===== src/sv/pcg_pkg.sv =====
// shared types, codes, microcode table and helpers for the pcg32 generator
package pcg_pkg;

   localparam int unsigned ValueWidth  = 32;
   localparam int unsigned StateWidth  = 64;
   localparam int unsigned StreamWidth = 63;
   localparam int unsigned PcWidth     = 5;
   localparam int unsigned CntWidth    = 5;

   localparam logic [31:0] MultLo = 32'h4C957F2D;
   localparam logic [31:0] MultHi = 32'h5851F42D;

   localparam logic [1:0] CMD_RESEED = 2'd0;
   localparam logic [1:0] CMD_NEXT   = 2'd1;
   localparam logic [1:0] CMD_RANGE  = 2'd2;
   localparam logic [1:0] CMD_NONE   = 2'd3;

   localparam logic CSR_SEED   = 1'b0;
   localparam logic CSR_STREAM = 1'b1;

   localparam logic [1:0] MUL_NONE = 2'd0;
   localparam logic [1:0] MUL_LL   = 2'd1;
   localparam logic [1:0] MUL_LH   = 2'd2;
   localparam logic [1:0] MUL_HL   = 2'd3;

   localparam logic [1:0] ACC_HOLD  = 2'd0;
   localparam logic [1:0] ACC_LOAD  = 2'd1;
   localparam logic [1:0] ACC_ADDHI = 2'd2;

   localparam logic [1:0] ST_HOLD     = 2'd0;
   localparam logic [1:0] ST_ZERO_INC = 2'd1;
   localparam logic [1:0] ST_ACC_INC  = 2'd2;
   localparam logic [1:0] ST_ADD_SEED = 2'd3;

   localparam logic [1:0] VAL_HOLD = 2'd0;
   localparam logic [1:0] VAL_ZERO = 2'd1;
   localparam logic [1:0] VAL_PERM = 2'd2;
   localparam logic [1:0] VAL_REM  = 2'd3;

   localparam logic [1:0] DIV_NONE = 2'd0;
   localparam logic [1:0] DIV_INIT = 2'd1;
   localparam logic [1:0] DIV_STEP = 2'd2;

   localparam logic [1:0] JMP_NEXT  = 2'd0;
   localparam logic [1:0] JMP_RANGE = 2'd1;
   localparam logic [1:0] JMP_LOOP  = 2'd2;
   localparam logic [1:0] JMP_END   = 2'd3;

   localparam logic [PcWidth-1:0] PC_RESEED = 5'd0;
   localparam logic [PcWidth-1:0] PC_DRAW   = 5'd12;
   localparam logic [PcWidth-1:0] PC_NONE   = 5'd19;
   localparam logic [PcWidth-1:0] PC_LAST   = 5'd19;

   typedef logic [ValueWidth-1:0] value_type;
   typedef logic [StateWidth-1:0] state_type;

   typedef struct packed {
      logic [1:0] mul;
      logic [1:0] acc;
      logic [1:0] st;
      logic [1:0] val;
      logic [1:0] div;
      logic [1:0] jmp;
   } ucode_type;

   function automatic ucode_type ucode(input logic [PcWidth-1:0] pc);
      ucode_type cw;
      cw = '{MUL_NONE, ACC_HOLD, ST_HOLD, VAL_HOLD, DIV_NONE, JMP_NEXT};
      case (pc)
         5'd0:  cw.st = ST_ZERO_INC;
         5'd1:  cw.mul = MUL_LL;
         5'd2:  begin cw.mul = MUL_LH; cw.acc = ACC_LOAD; end
         5'd3:  begin cw.mul = MUL_HL; cw.acc = ACC_ADDHI; end
         5'd4:  cw.acc = ACC_ADDHI;
         5'd5:  cw.st = ST_ACC_INC;
         5'd6:  cw.st = ST_ADD_SEED;
         5'd7:  cw.mul = MUL_LL;
         5'd8:  begin cw.mul = MUL_LH; cw.acc = ACC_LOAD; end
         5'd9:  begin cw.mul = MUL_HL; cw.acc = ACC_ADDHI; end
         5'd10: cw.acc = ACC_ADDHI;
         5'd11: begin cw.st = ST_ACC_INC; cw.val = VAL_ZERO; cw.jmp = JMP_END; end
         5'd12: begin cw.mul = MUL_LL; cw.val = VAL_PERM; end
         5'd13: begin cw.mul = MUL_LH; cw.acc = ACC_LOAD; end
         5'd14: begin cw.mul = MUL_HL; cw.acc = ACC_ADDHI; end
         5'd15: cw.acc = ACC_ADDHI;
         5'd16: begin cw.st = ST_ACC_INC; cw.div = DIV_INIT; cw.jmp = JMP_RANGE; end
         5'd17: begin cw.div = DIV_STEP; cw.jmp = JMP_LOOP; end
         5'd18: begin cw.val = VAL_REM; cw.jmp = JMP_END; end
         5'd19: begin cw.val = VAL_ZERO; cw.jmp = JMP_END; end
         default: cw.jmp = JMP_END;
      endcase
      return cw;
   endfunction

   function automatic logic [PcWidth-1:0] entry(input logic [1:0] cmd);
      logic [PcWidth-1:0] pc;
      case (cmd)
         CMD_RESEED: pc = PC_RESEED;
         CMD_NEXT:   pc = PC_DRAW;
         CMD_RANGE:  pc = PC_DRAW;
         default:    pc = PC_NONE;
      endcase
      return pc;
   endfunction

   // xsh-rr output permutation of a state
   function automatic value_type permute(input state_type s);
      value_type         x;
      logic [4:0]        r;
      logic [63:0]       xx;
      x  = ValueWidth'(((s >> 18) ^ s) >> 27);
      r  = s[63:59];
      xx = {x, x} >> r;
      return xx[31:0];
   endfunction

endpackage


===== src/sv/pcg_ifs.sv =====
// request and response channel interfaces for the pcg32 generator
interface pcg_req_if;
   logic       valid;
   logic       ready;
   logic [1:0] command;
   logic [31:0] bound;
   modport source (output valid, output command, output bound, input ready);
   modport sink (input valid, input command, input bound, output ready);
endinterface

interface pcg_rsp_if;
   logic        valid;
   logic        ready;
   logic [31:0] value;
   modport source (output valid, output value, input ready);
   modport sink (input valid, input value, output ready);
endinterface


===== src/sv/pcg32_generator_with_range.sv =====
// pcg32 xsh-rr generator with range reduction, run by a microcoded sequencer
// range with an all-ones bound finishes at the same step as next; other bounds add 32 remainder steps
// the next item is accepted the cycle after the result is loaded into the output register
// the advance uses one 32x32 multiplier three times over five microcode steps
// synchronous reset: state 0, increment 1, both csr registers 0, channels empty
module pcg32_generator_with_range (
   input  logic             clock,
   input  logic             reset,
   pcg_req_if.sink          req_ch,
   pcg_rsp_if.source        rsp_ch,
   input  logic             csr_write_enable,
   input  logic             csr_index,
   input  logic [63:0]      csr_write_data
);

   logic                            busy_ff, busy_in;
   logic [pcg_pkg::PcWidth-1:0]     pc_ff, pc_in;
   logic [pcg_pkg::CntWidth-1:0]    cnt_ff, cnt_in;
   logic [1:0]                      cmd_ff;
   logic [31:0]                     bound_ff;
   pcg_pkg::state_type              state_ff, state_in;
   pcg_pkg::state_type              inc_ff, inc_in;
   pcg_pkg::state_type              seed_ff;
   logic [pcg_pkg::StreamWidth-1:0] stream_ff;
   pcg_pkg::state_type              acc_ff, acc_in;
   logic [63:0]                     prod_ff, prod_in;
   pcg_pkg::value_type              val_ff, val_in;
   pcg_pkg::value_type              rem_ff, rem_in;
   pcg_pkg::value_type              div_ff, div_in;
   logic                            rsp_valid_ff, rsp_valid_in;
   pcg_pkg::value_type              rsp_value_ff;

   pcg_pkg::ucode_type              cw;
   logic                            accept;
   logic                            range_go;
   logic                            finish;
   logic                            stall;
   logic                            go;
   logic [31:0]                     mul_a, mul_b;
   logic [32:0]                     trial;
   logic [32:0]                     trial_diff;

   assign cw       = pcg_pkg::ucode(pc_ff);
   assign accept   = req_ch.valid && req_ch.ready;
   assign range_go = (cmd_ff == pcg_pkg::CMD_RANGE) && (bound_ff != '1);
   assign finish   = (cw.jmp == pcg_pkg::JMP_END) ||
                     ((cw.jmp == pcg_pkg::JMP_RANGE) && !range_go);
   assign stall    = finish && rsp_valid_ff && !rsp_ch.ready;
   assign go       = busy_ff && !stall;

   assign req_ch.ready = !busy_ff;
   assign rsp_ch.valid = rsp_valid_ff;
   assign rsp_ch.value = rsp_value_ff;

   always_comb begin
      case (cw.mul)
         pcg_pkg::MUL_LH: begin mul_a = state_ff[31:0];  mul_b = pcg_pkg::MultHi; end
         pcg_pkg::MUL_HL: begin mul_a = state_ff[63:32]; mul_b = pcg_pkg::MultLo; end
         default:         begin mul_a = state_ff[31:0];  mul_b = pcg_pkg::MultLo; end
      endcase
      prod_in = 64'(mul_a) * 64'(mul_b);
   end

   assign trial      = {rem_ff, val_ff[31]};
   assign trial_diff = trial - {1'b0, div_ff};

   always_comb begin
      busy_in      = busy_ff;
      pc_in        = pc_ff;
      cnt_in       = cnt_ff;
      state_in     = state_ff;
      inc_in       = inc_ff;
      acc_in       = acc_ff;
      val_in       = val_ff;
      rem_in       = rem_ff;
      div_in       = div_ff;
      rsp_valid_in = rsp_valid_ff && !rsp_ch.ready;

      if (accept) begin
         busy_in = 1'b1;
         pc_in   = pcg_pkg::entry(req_ch.command);
      end

      if (go) begin
         case (cw.acc)
            pcg_pkg::ACC_LOAD:  acc_in = prod_ff;
            pcg_pkg::ACC_ADDHI: acc_in = acc_ff + {prod_ff[31:0], 32'd0};
            default:            acc_in = acc_ff;
         endcase

         case (cw.st)
            pcg_pkg::ST_ZERO_INC: begin
               state_in = '0;
               inc_in   = {stream_ff, 1'b1};
            end
            pcg_pkg::ST_ACC_INC:  state_in = acc_ff + inc_ff;
            pcg_pkg::ST_ADD_SEED: state_in = state_ff + seed_ff;
            default:              state_in = state_ff;
         endcase

         case (cw.div)
            pcg_pkg::DIV_INIT: begin
               rem_in = '0;
               div_in = bound_ff + 32'd1;
               cnt_in = '1;
            end
            pcg_pkg::DIV_STEP: begin
               rem_in = trial_diff[32] ? trial[31:0] : trial_diff[31:0];
               val_in = {val_ff[30:0], 1'b0};
            end
            default: rem_in = rem_ff;
         endcase

         case (cw.val)
            pcg_pkg::VAL_ZERO: val_in = '0;
            pcg_pkg::VAL_PERM: val_in = pcg_pkg::permute(state_ff);
            pcg_pkg::VAL_REM:  val_in = rem_ff;
            default:           val_in = val_in;
         endcase

         if (finish) begin
            busy_in      = 1'b0;
            rsp_valid_in = 1'b1;
         end else if ((cw.jmp == pcg_pkg::JMP_LOOP) && (cnt_ff != '0)) begin
            cnt_in = cnt_ff - 1'b1;
         end else begin
            pc_in = pc_ff + 1'b1;
         end
      end
   end

   always_ff @(posedge clock) begin
      if (reset) begin
         busy_ff      <= 1'b0;
         pc_ff        <= '0;
         cnt_ff       <= '0;
         state_ff     <= '0;
         inc_ff       <= 64'd1;
         seed_ff      <= '0;
         stream_ff    <= '0;
         rsp_valid_ff <= 1'b0;
      end else begin
         busy_ff      <= busy_in;
         pc_ff        <= pc_in;
         cnt_ff       <= cnt_in;
         state_ff     <= state_in;
         inc_ff       <= inc_in;
         rsp_valid_ff <= rsp_valid_in;
         if (csr_write_enable && (csr_index == pcg_pkg::CSR_SEED)) begin
            seed_ff <= csr_write_data;
         end
         if (csr_write_enable && (csr_index == pcg_pkg::CSR_STREAM)) begin
            stream_ff <= csr_write_data[pcg_pkg::StreamWidth-1:0];
         end
      end
   end

   always_ff @(posedge clock) begin
      if (accept) begin
         cmd_ff   <= req_ch.command;
         bound_ff <= req_ch.bound;
      end
      if (go && (cw.mul != pcg_pkg::MUL_NONE)) begin
         prod_ff <= prod_in;
      end
      if (go && finish) begin
         rsp_value_ff <= val_in;
      end
      acc_ff <= acc_in;
      val_ff <= val_in;
      rem_ff <= rem_in;
      div_ff <= div_in;
   end

   a_inc_odd: assert property (@(posedge clock) disable iff (reset) inc_ff[0])
      else $error("increment lost its low bit");

   a_accept_busy: assert property (@(posedge clock) disable iff (reset)
      accept |=> busy_ff)
      else $error("sequencer not busy after accepting an item");

   a_stall_hold: assert property (@(posedge clock) disable iff (reset)
      (busy_ff && stall) |=> ($stable(pc_ff) && $stable(state_ff) && busy_ff))
      else $error("sequencer moved while the result was blocked");

   a_rem_below: assert property (@(posedge clock) disable iff (reset)
      (busy_ff && (cw.div == pcg_pkg::DIV_STEP)) |-> (rem_ff < div_ff))
      else $error("partial remainder not below divisor");

   a_pc_range: assert property (@(posedge clock) disable iff (reset)
      busy_ff |-> (pc_ff <= pcg_pkg::PC_LAST))
      else $error("step counter beyond the program");

endmodule

===== src/flat_wrapper.sv =====
// flat-port wrapper written by rule: the top's interface ports become plain ports
module pcg32_generator_with_range_flat 
  (clock, reset, csr_write_enable, csr_index, csr_write_data, req_ch_valid, req_ch_command, req_ch_bound, req_ch_ready, rsp_ch_valid, rsp_ch_value, rsp_ch_ready);
  pcg_req_if req_ch_i ();
  pcg_rsp_if rsp_ch_i ();
  input  logic clock;
  input  logic reset;
  input  logic csr_write_enable;
  input  logic csr_index;
  input  logic [63:0] csr_write_data;
  input wire logic [$bits(req_ch_i.valid)-1:0] req_ch_valid;
  input wire logic [$bits(req_ch_i.command)-1:0] req_ch_command;
  input wire logic [$bits(req_ch_i.bound)-1:0] req_ch_bound;
  output wire logic [$bits(req_ch_i.ready)-1:0] req_ch_ready;
  output wire logic [$bits(rsp_ch_i.valid)-1:0] rsp_ch_valid;
  output wire logic [$bits(rsp_ch_i.value)-1:0] rsp_ch_value;
  input wire logic [$bits(rsp_ch_i.ready)-1:0] rsp_ch_ready;
  assign req_ch_i.valid = req_ch_valid;
  assign req_ch_i.command = req_ch_command;
  assign req_ch_i.bound = req_ch_bound;
  assign req_ch_ready = req_ch_i.ready;
  assign rsp_ch_valid = rsp_ch_i.valid;
  assign rsp_ch_value = rsp_ch_i.value;
  assign rsp_ch_i.ready = rsp_ch_ready;
  pcg32_generator_with_range u_core (.clock(clock), .reset(reset), .req_ch(req_ch_i), .rsp_ch(rsp_ch_i), .csr_write_enable(csr_write_enable), .csr_index(csr_index), .csr_write_data(csr_write_data));
endmodule

===== config.mk =====
export PLATFORM = sky130hd
export DESIGN_NAME = pcg32_generator_with_range_flat
export DESIGN_NICKNAME = d
export VERILOG_FILES = /design/src/sv/pcg_pkg.sv /design/src/sv/pcg_ifs.sv /design/src/sv/pcg32_generator_with_range.sv /design/src/flat_wrapper.sv
export SDC_FILE = /design/constraint.sdc
export NUM_CORES = 2
export LEC_CHECK = 0
export ABC_AREA = 0
export BUFFER_PORTS_ARGS = -buffer_cell sky130_fd_sc_hd__buf_2
export CAP_MARGIN = 0
export CORE_MARGIN = 2
export CORE_UTILIZATION = 45
export DETAILED_ROUTE_END_ITERATION = 8
export SETUP_SLACK_MARGIN = 0.1
export SLEW_MARGIN = 20
export SYNTH_ARGS = -nofsm -noshare
export SYNTH_HDL_FRONTEND = slang
export SYNTH_SLANG_ARGS = --single-unit

===== constraint.sdc =====
create_clock -name clock -period 12.4 [get_ports clock]
set_clock_uncertainty 0.1 [all_clocks]
set_input_delay 1.86 -clock clock [delete_from_list [all_inputs] [get_ports clock]]
set_output_delay 1.86 -clock clock [all_outputs]
set_load 0.1 [all_outputs]

**Word level (Yosys, flattened, before mapping)**

Index checks and enable logic that the tools add are counted.

- Add/subtract/negate cells: 7
- $mul: 1
- Equality and inequality tests: 38
- Shift-type cells: 1
- Muxes and demuxes: 28
- Bitwise gates (word level): 2
- Reductions and logical operators: 37

Operators with widths:

| cell | number |
|---|---|
| adder 64 bit | 3 |
| case mux 64 bit (3 select lines) | 1 |
| 2-to-1 mux 32 bit | 4 |
| case mux 64 bit (2 select lines) | 1 |
| case mux 32 bit (3 select lines) | 1 |
| case mux 32 bit (2 select lines) | 1 |
| right shift 64 x 5 -> 32 bit | 1 |
| multiplier 32 x 31 -> 63 bit | 1 |
| XOR 46 x 59 -> 59 bit | 1 |
| == test 5 x 4 -> 1 bit (second input constant) | 8 |
| 2-to-1 mux 5 bit | 7 |
| subtractor 33 x 32 -> 33 bit | 1 |
| adder 32 x 1 -> 32 bit (second input constant) | 1 |
| != test 32 bit (second input constant) | 1 |
| 2-to-1 mux 29 bit | 1 |
| == test 2 bit (second input constant) | 12 |
| case mux 2 bit (3 select lines) | 4 |
| == test 5 x 3 -> 1 bit (second input constant) | 4 |
| == test 5 bit (second input constant) | 4 |
| OR reduction 15 bit | 1 |
| == test 2 x 1 -> 1 bit (second input constant) | 6 |
| logical AND 1 bit | 12 |
| OR reduction 3 bit | 4 |
| == test 5 x 2 -> 1 bit (second input constant) | 2 |
| other kinds (17) | 32 |

- Register bits after elaboration: 556
- Bits of input ports: 104
- Output and inout bits: 34

**Logic depth before layout (Yosys ltp)**

- Depth after elaboration: 11
- Depth in mapped cells: 40

**Least setup slack after synthesis**

No wires, ideal clock.

- Path type: register -> register
- From: reg u_core.pc_ff[0] (netlist bit)
- To: reg u_core.prod_ff[59] (data pin)
- Library setup time: 266 ps
- Arrival time: 9358 ps
- Required time: 12034 ps
- Path slack: 2676 ps
- Cell stages (with the launch flop): 35
- Buffers on the path: 4
- Period minus slack after synthesis: 9724 ps
- Path through: dfxtp_1 inv_1 ha_1 buf_2 nor2b_1 o21ai_1 a21oi_4 a21oi_4 buf_4 buf_2 buf_2 mux2i_1 inv_1 fa_1 inv_1 fa_1 fa_1 fa_1 inv_1 fa_1 fa_1 fa_1 fa_1 ha_1 a21o_1 a21oi_1 o21bai_1 a311o_1 a221o_1 a41o_1 a41oi_2 o21ai_1 nand4_1 a31oi_1 xor2_1

- Longest elaborated chain between the ends: 6

RTL lines:

| element | RTL line | source |
|---|---|---|
| start, declared | pcg32_generator_with_range.sv:17 | `logic [pcg_pkg::PcWidth-1:0] pc_ff, pc_in;` |
| start signal, assigned | pcg32_generator_with_range.sv:144 | `pc_ff <= pc_in;` |
| == test 5 x 2 -> 1 bit, or another cell as far along | pcg_pkg.sv:69 | `case (pc)` |
| OR reduction 3 bit (no line) | - |  |
| case mux 2 bit (3 select lines) * | pcg_pkg.sv:69 |  |
| == test 2 bit | pcg32_generator_with_range.sv:56 | `case (cw.mul)` |
| 2-to-1 mux 32 bit or 2-to-1 mux 29 bit (tied branches) | pcg32_generator_with_range.sv:56 |  |
| multiplier 32 x 31 -> 63 bit * | pcg32_generator_with_range.sv:61 | `prod_in = 64'(mul_a) * 64'(mul_b);` |
| via u_core.prod_in[59] | pcg32_generator_with_range.sv:26 | `logic [63:0] prod_ff, prod_in;` |
| end signal, assigned | pcg32_generator_with_range.sv:164 | `prod_ff <= prod_in;` |
| end, declared | pcg32_generator_with_range.sv:26 |  |

Mark *: on every way through the listed nets, which the timed path passes. The rest lies on a longest branch.
A chain may end at the register's enable or synchronous reset.

**Worst setup path after layout**

Ends and elaborated chain as after synthesis.

==> impl_results.md <==
- Run status: complete, no violations
- Static power due to leakage: roughly 29 nW
- Final sum of negative setup slack: 0 ps
- Setup slack after layout: roughly 1400 ps
- Combined area of the multi-input logic cells: 38600 sq um
- Data arrival time at the worst-slack endpoint: around 11000 ps
- Count of cells along the worst register-to-register path: 34
- Largest fanout on the critical path: 15
- Number of max-cap violations: 0
- Family with the most delay on the worst path: adder cells
- Post-DR wirelength/cell: about 23 microns
- Htree depth: 2
- TritonCTS clock tree: built
- Delay of the slowest critical-path stage: about 720 ps
- Buffer levels on the longest clock path: 3
- Post-CTS setup-driven buffer insertion count: 0
- Clk network pwr share: 0.221
- Tmin final: approximately 11000 ps
- Unrepaired setup endpoints after global routing: no
- Number of ports placed on the die boundary: between 100 and 150
- Area of the die: around 130000 sq um
- Area fraction in and, or, nand and nor cells after synthesis: 0.117
- Seq cells post-synth: between 500 and 600
- Warnings from Yosys: 0
- Core region area: between 100000 and 150000 sq um
- Number of hold-slack violations in the final timing report: 0
- Die span in y: around 360 microns
- Starting density of the core: 0.455
- Power Density: between 100 and 150 nW/um^2
- Internal power component: between 4 and 5 mW
- Final-stage net count: around 7500
- DRT antenna net count: 0
- Async set-or-reset flop fraction in the synthesized netlist: 0
- Routed via count divided by cell count: 5.67
- CTS Hold Buffers Added: 0
- TritonRoute pass-1 iters: 6
- Worst rel slew slack: 0.244
- Maximum number of pins on one net before global-route repair: 113
- Compound-gate portion of the synthesized area: 0.154
- Worst slack at placement: 1480 ps
- Count of input and output buffers: 137
- CP endpoint: u_core.prod_ff[59]
- Number of distinct library cells after synthesis: ~110
- Top achievable clock speed: 90.8 MHz
- Number of failing setup endpoints in the final timing report: 0
- Total net switching power: 3.76 mW
- Worst path depth: 34
- Detailed-route via count: 44800
- Via count of the first global-routing pass: approximately 44000
- CP Capture Type: flip-flop
- Cell row count: 129
- Cell repeated most along the worst path: fa_1
- Total grt overflow: 0
- Flop pwr share: 0.296
- Ratio of cells with drive above 1 in the final layout: 0.0755
- Proportion of total power due to net switching: 0.438
- Sequential element share of the synthesized area: 0.243
- Worst r2r dst: u_core.prod_ff[59]
- Worst slew pin tran: between 1000 and 1500 ps
- First-pass GRT wire length: between 200000 and 300000 microns
- Detailed Route Iter0 Violations: approximately 3700
- Clock-pin slew on the worst setup and hold paths: 70 ps
- Layout overhead on the synthesized area: 7.95%
- Type of the tightest min-delay check: flip-flop to flip-flop
- # diodes: 0
- Sinks on the clock net: ~560
- Dominant synthesized flop cell: dfxtp_1
- CP max stage cell: nor3_1
- Initial antenna violation count: 1
- Cell at the root of the clock tree: clkbuf_16
- Synthesized instance count: around 6000
- Final critical-path share of the clock period: 0.888
- CP Data Required Time: approximately 13000 ps
- Relative contribution of combinational cells to total power: 0.482
- Cell area after synthesis: ~56000 sq um
- WS Path Type: flip-flop to flip-flop
- Worst reg2reg startpoint: u_core.pc_ff[0]
- Number of instances resized during post-cts repair: 0
- Number of buffers inserted during clock tree synthesis: 60
- Clock Latency Late Sink: approximately 700 ps
- Max-slew violation total from the final report: 0
- Avg Cell Area, Syn: 9.13 sq um
- Final weighted congestion in routability-driven placement: between 0.9 and 1
- Fill count: around 12000
- Crit path launch: u_core.pc_ff[0]
- EDFF count, synth: around 260
- VDD IR max: between 100 and 150 uV
- Flip-flop and latch area: 13700 sq um
- HPWL reported at the end of detailed placement: around 150000 microns
- Reg-to-reg setup timing slack: between 1000 and 1500 ps
- Multiplexer share of the synthesized area: 0.0380
- Adder and majority gate portion of the synthesized area: 0.328
- Xor and xnor fraction of the mapped netlist area: 0.0440
- Final wirelength: 181000 microns
- Worst path buffer plus inverter count: 5
- X dimension of the die: about 360 microns
- Category of the worst setup path launch point: flip-flop
- Power Total: approximately 8.6 mW
- Drc violations: 0
- Combinational family with the most area after synthesis: adder cells
- Combined global-route utilization of all metal layers: 0.281
[layer usage]
metal	track usage	wire length (microns)
met1	0.385	79300
met2	0.458	83500
met3	0.0347	11200
met4	0.101	7380
met5	0	0
[Yosys cell counts (all sizes together), types with 36 or more instances]
cell | number | area (sq um)
xnor2 | 188 | 1650
nand2b | 36 | 225
o21a | 49 | 375
a21oi | 549 | 2790
a22oi | 44 | 330
o21ai | 268 | 1350
and3 | 39 | 245
dfxtp | 298 | 5970
fa | 539 | 10800
o21bai | 57 | 428
a21o | 128 | 961
buf | 49 | 260
nand3 | 68 | 353
nor2b | 72 | 450
inv | 868 | 3260
mux2i | 102 | 1020
nand4 | 53 | 347
nor2 | 371 | 1420
mux2 | 91 | 1030
xor2 | 95 | 832
clkbuf | 199 | 749
ha | 614 | 7680
o22ai | 38 | 238
edfxtp | 257 | 7720
nand2 | 681 | 2560
nor3 | 67 | 358
[power groups by stage]
stage | clock network, mW | registers (mW) | logic [mW]
after detailed placement | 0 | 2.57 | 4.09
after global placement | 0 | 2.57 | 4.05
final | 1.90 | 2.54 | 4.14
after global routing | 2.00 | 2.56 | 4.53
after floorplan | 0 | 2.59 | 2.78
after CTS | 1.93 | 2.54 | 4.12
[kinds of logic (layout without fill, tap and decap cells)]
| family | count (synthesis) | count (layout) |
|---|---|---|
| mux | 197 | 197 |
| buf+inv | 1123 | 1184 |
| other cells | 2 | 31 |
| xor+xnor | 283 | 283 |
| simple gates | 1479 | 1479 |
| fa+ha+maj | 1153 | 1153 |
| compound gates | 1381 | 1381 |
| flops | 555 | 555 |
[through the flow]
stage	utilization	hold WS (ps)	cell area, sq um	cells
2_1_floorplan	-	332	56500	6202
3_3_place_gp	0.474	338	58700	7785
3_5_place_dp	0.474	343	58700	7785
4_1_cts	0.491	331	60800	7899
5_1_grt	0.491	356	60800	7900
6_report	0.491	332	60800	7900
[cells in the final DEF, fill, tap and decap left out, drive strengths merged, types with 12 or more instances in the layout]
cell type	n
a211oi	30
a21o	128
a21oi	549
a221oi	16
a222oi	19
a22o	14
a22oi	44
a31oi	27
a41oi	12
and2	27
and3	39
and4	18
buf	194
clkbuf	79
clkinv	26
conb	31
dfxtp	298
edfxtp	257
fa	539
ha	614
inv	875
mux2	91
mux2i	102
nand2	681
nand2b	36
nand3	68
nand4	53
nor2	371
nor2b	72
nor3	67
o211ai	26
o21a	49
o21ai	268
o21bai	57
o22ai	38
o31ai	21
xnor2	188
xor2	95
[worst min path at each step]
stage,cells past startpoint,slack [ps],start,end
4_1_cts,2,330,u_core.stream_ff[8],u_core.inc_ff[9]
5_1_grt,2,360,u_core.stream_ff[8],u_core.inc_ff[9]
2_1_floorplan,2,330,u_core.stream_ff[9],u_core.inc_ff[10]
3_3_place_gp,2,340,u_core.stream_ff[45],u_core.inc_ff[46]
3_5_place_dp,2,340,u_core.stream_ff[35],u_core.inc_ff[36]
6_report,2,330,u_core.stream_ff[8],u_core.inc_ff[9]
[layout make-up]
| cell class | instances | share of cell area |
|---|---|---|
| clock buffers | 78 | 0.0279 |
| clock inverters | 36 | 0.00644 |
| inverters | 875 | 0.0540 |
| multi-input cells | 4524 | 0.634 |
| flip-flops and latches | 555 | 0.225 |
| well taps | 1637 | 0.0337 |
| repair buffers | 195 | 0.0188 |
[sequential cells by signal (all words and copies together) (netlist names)]
signal and count:
u_core.div_ff 32, u_core.rem_ff 32, u_core.inc_ff 63, u_core.rsp_ch.value 32, u_core.busy_ff 1, u_core.stream_ff 63
u_core.val_ff 32, u_core.prod_ff 63, u_core.state_ff 64, u_core.pc_ff 5, u_core.rsp_ch.valid 1, u_core.bound_ff 32
u_core.acc_ff 64, u_core.cmd_ff 2, u_core.cnt_ff 5, u_core.seed_ff 64
[worst reg2reg max path, delay by kind of cell, from the launching register on]
kind                     cells  cell delay (ps)
AO/OA/AOI/OAI               11             2780
XOR/XNOR                     1              160
adder cells (fa/ha/maj)     10             4460
buffers and inverters        5              720
flip-flops                   1              410
multiplexers                 1              590
AND/OR/NAND/NOR              6             1570
No activity file was read; power rests on OpenSTA's default activity.
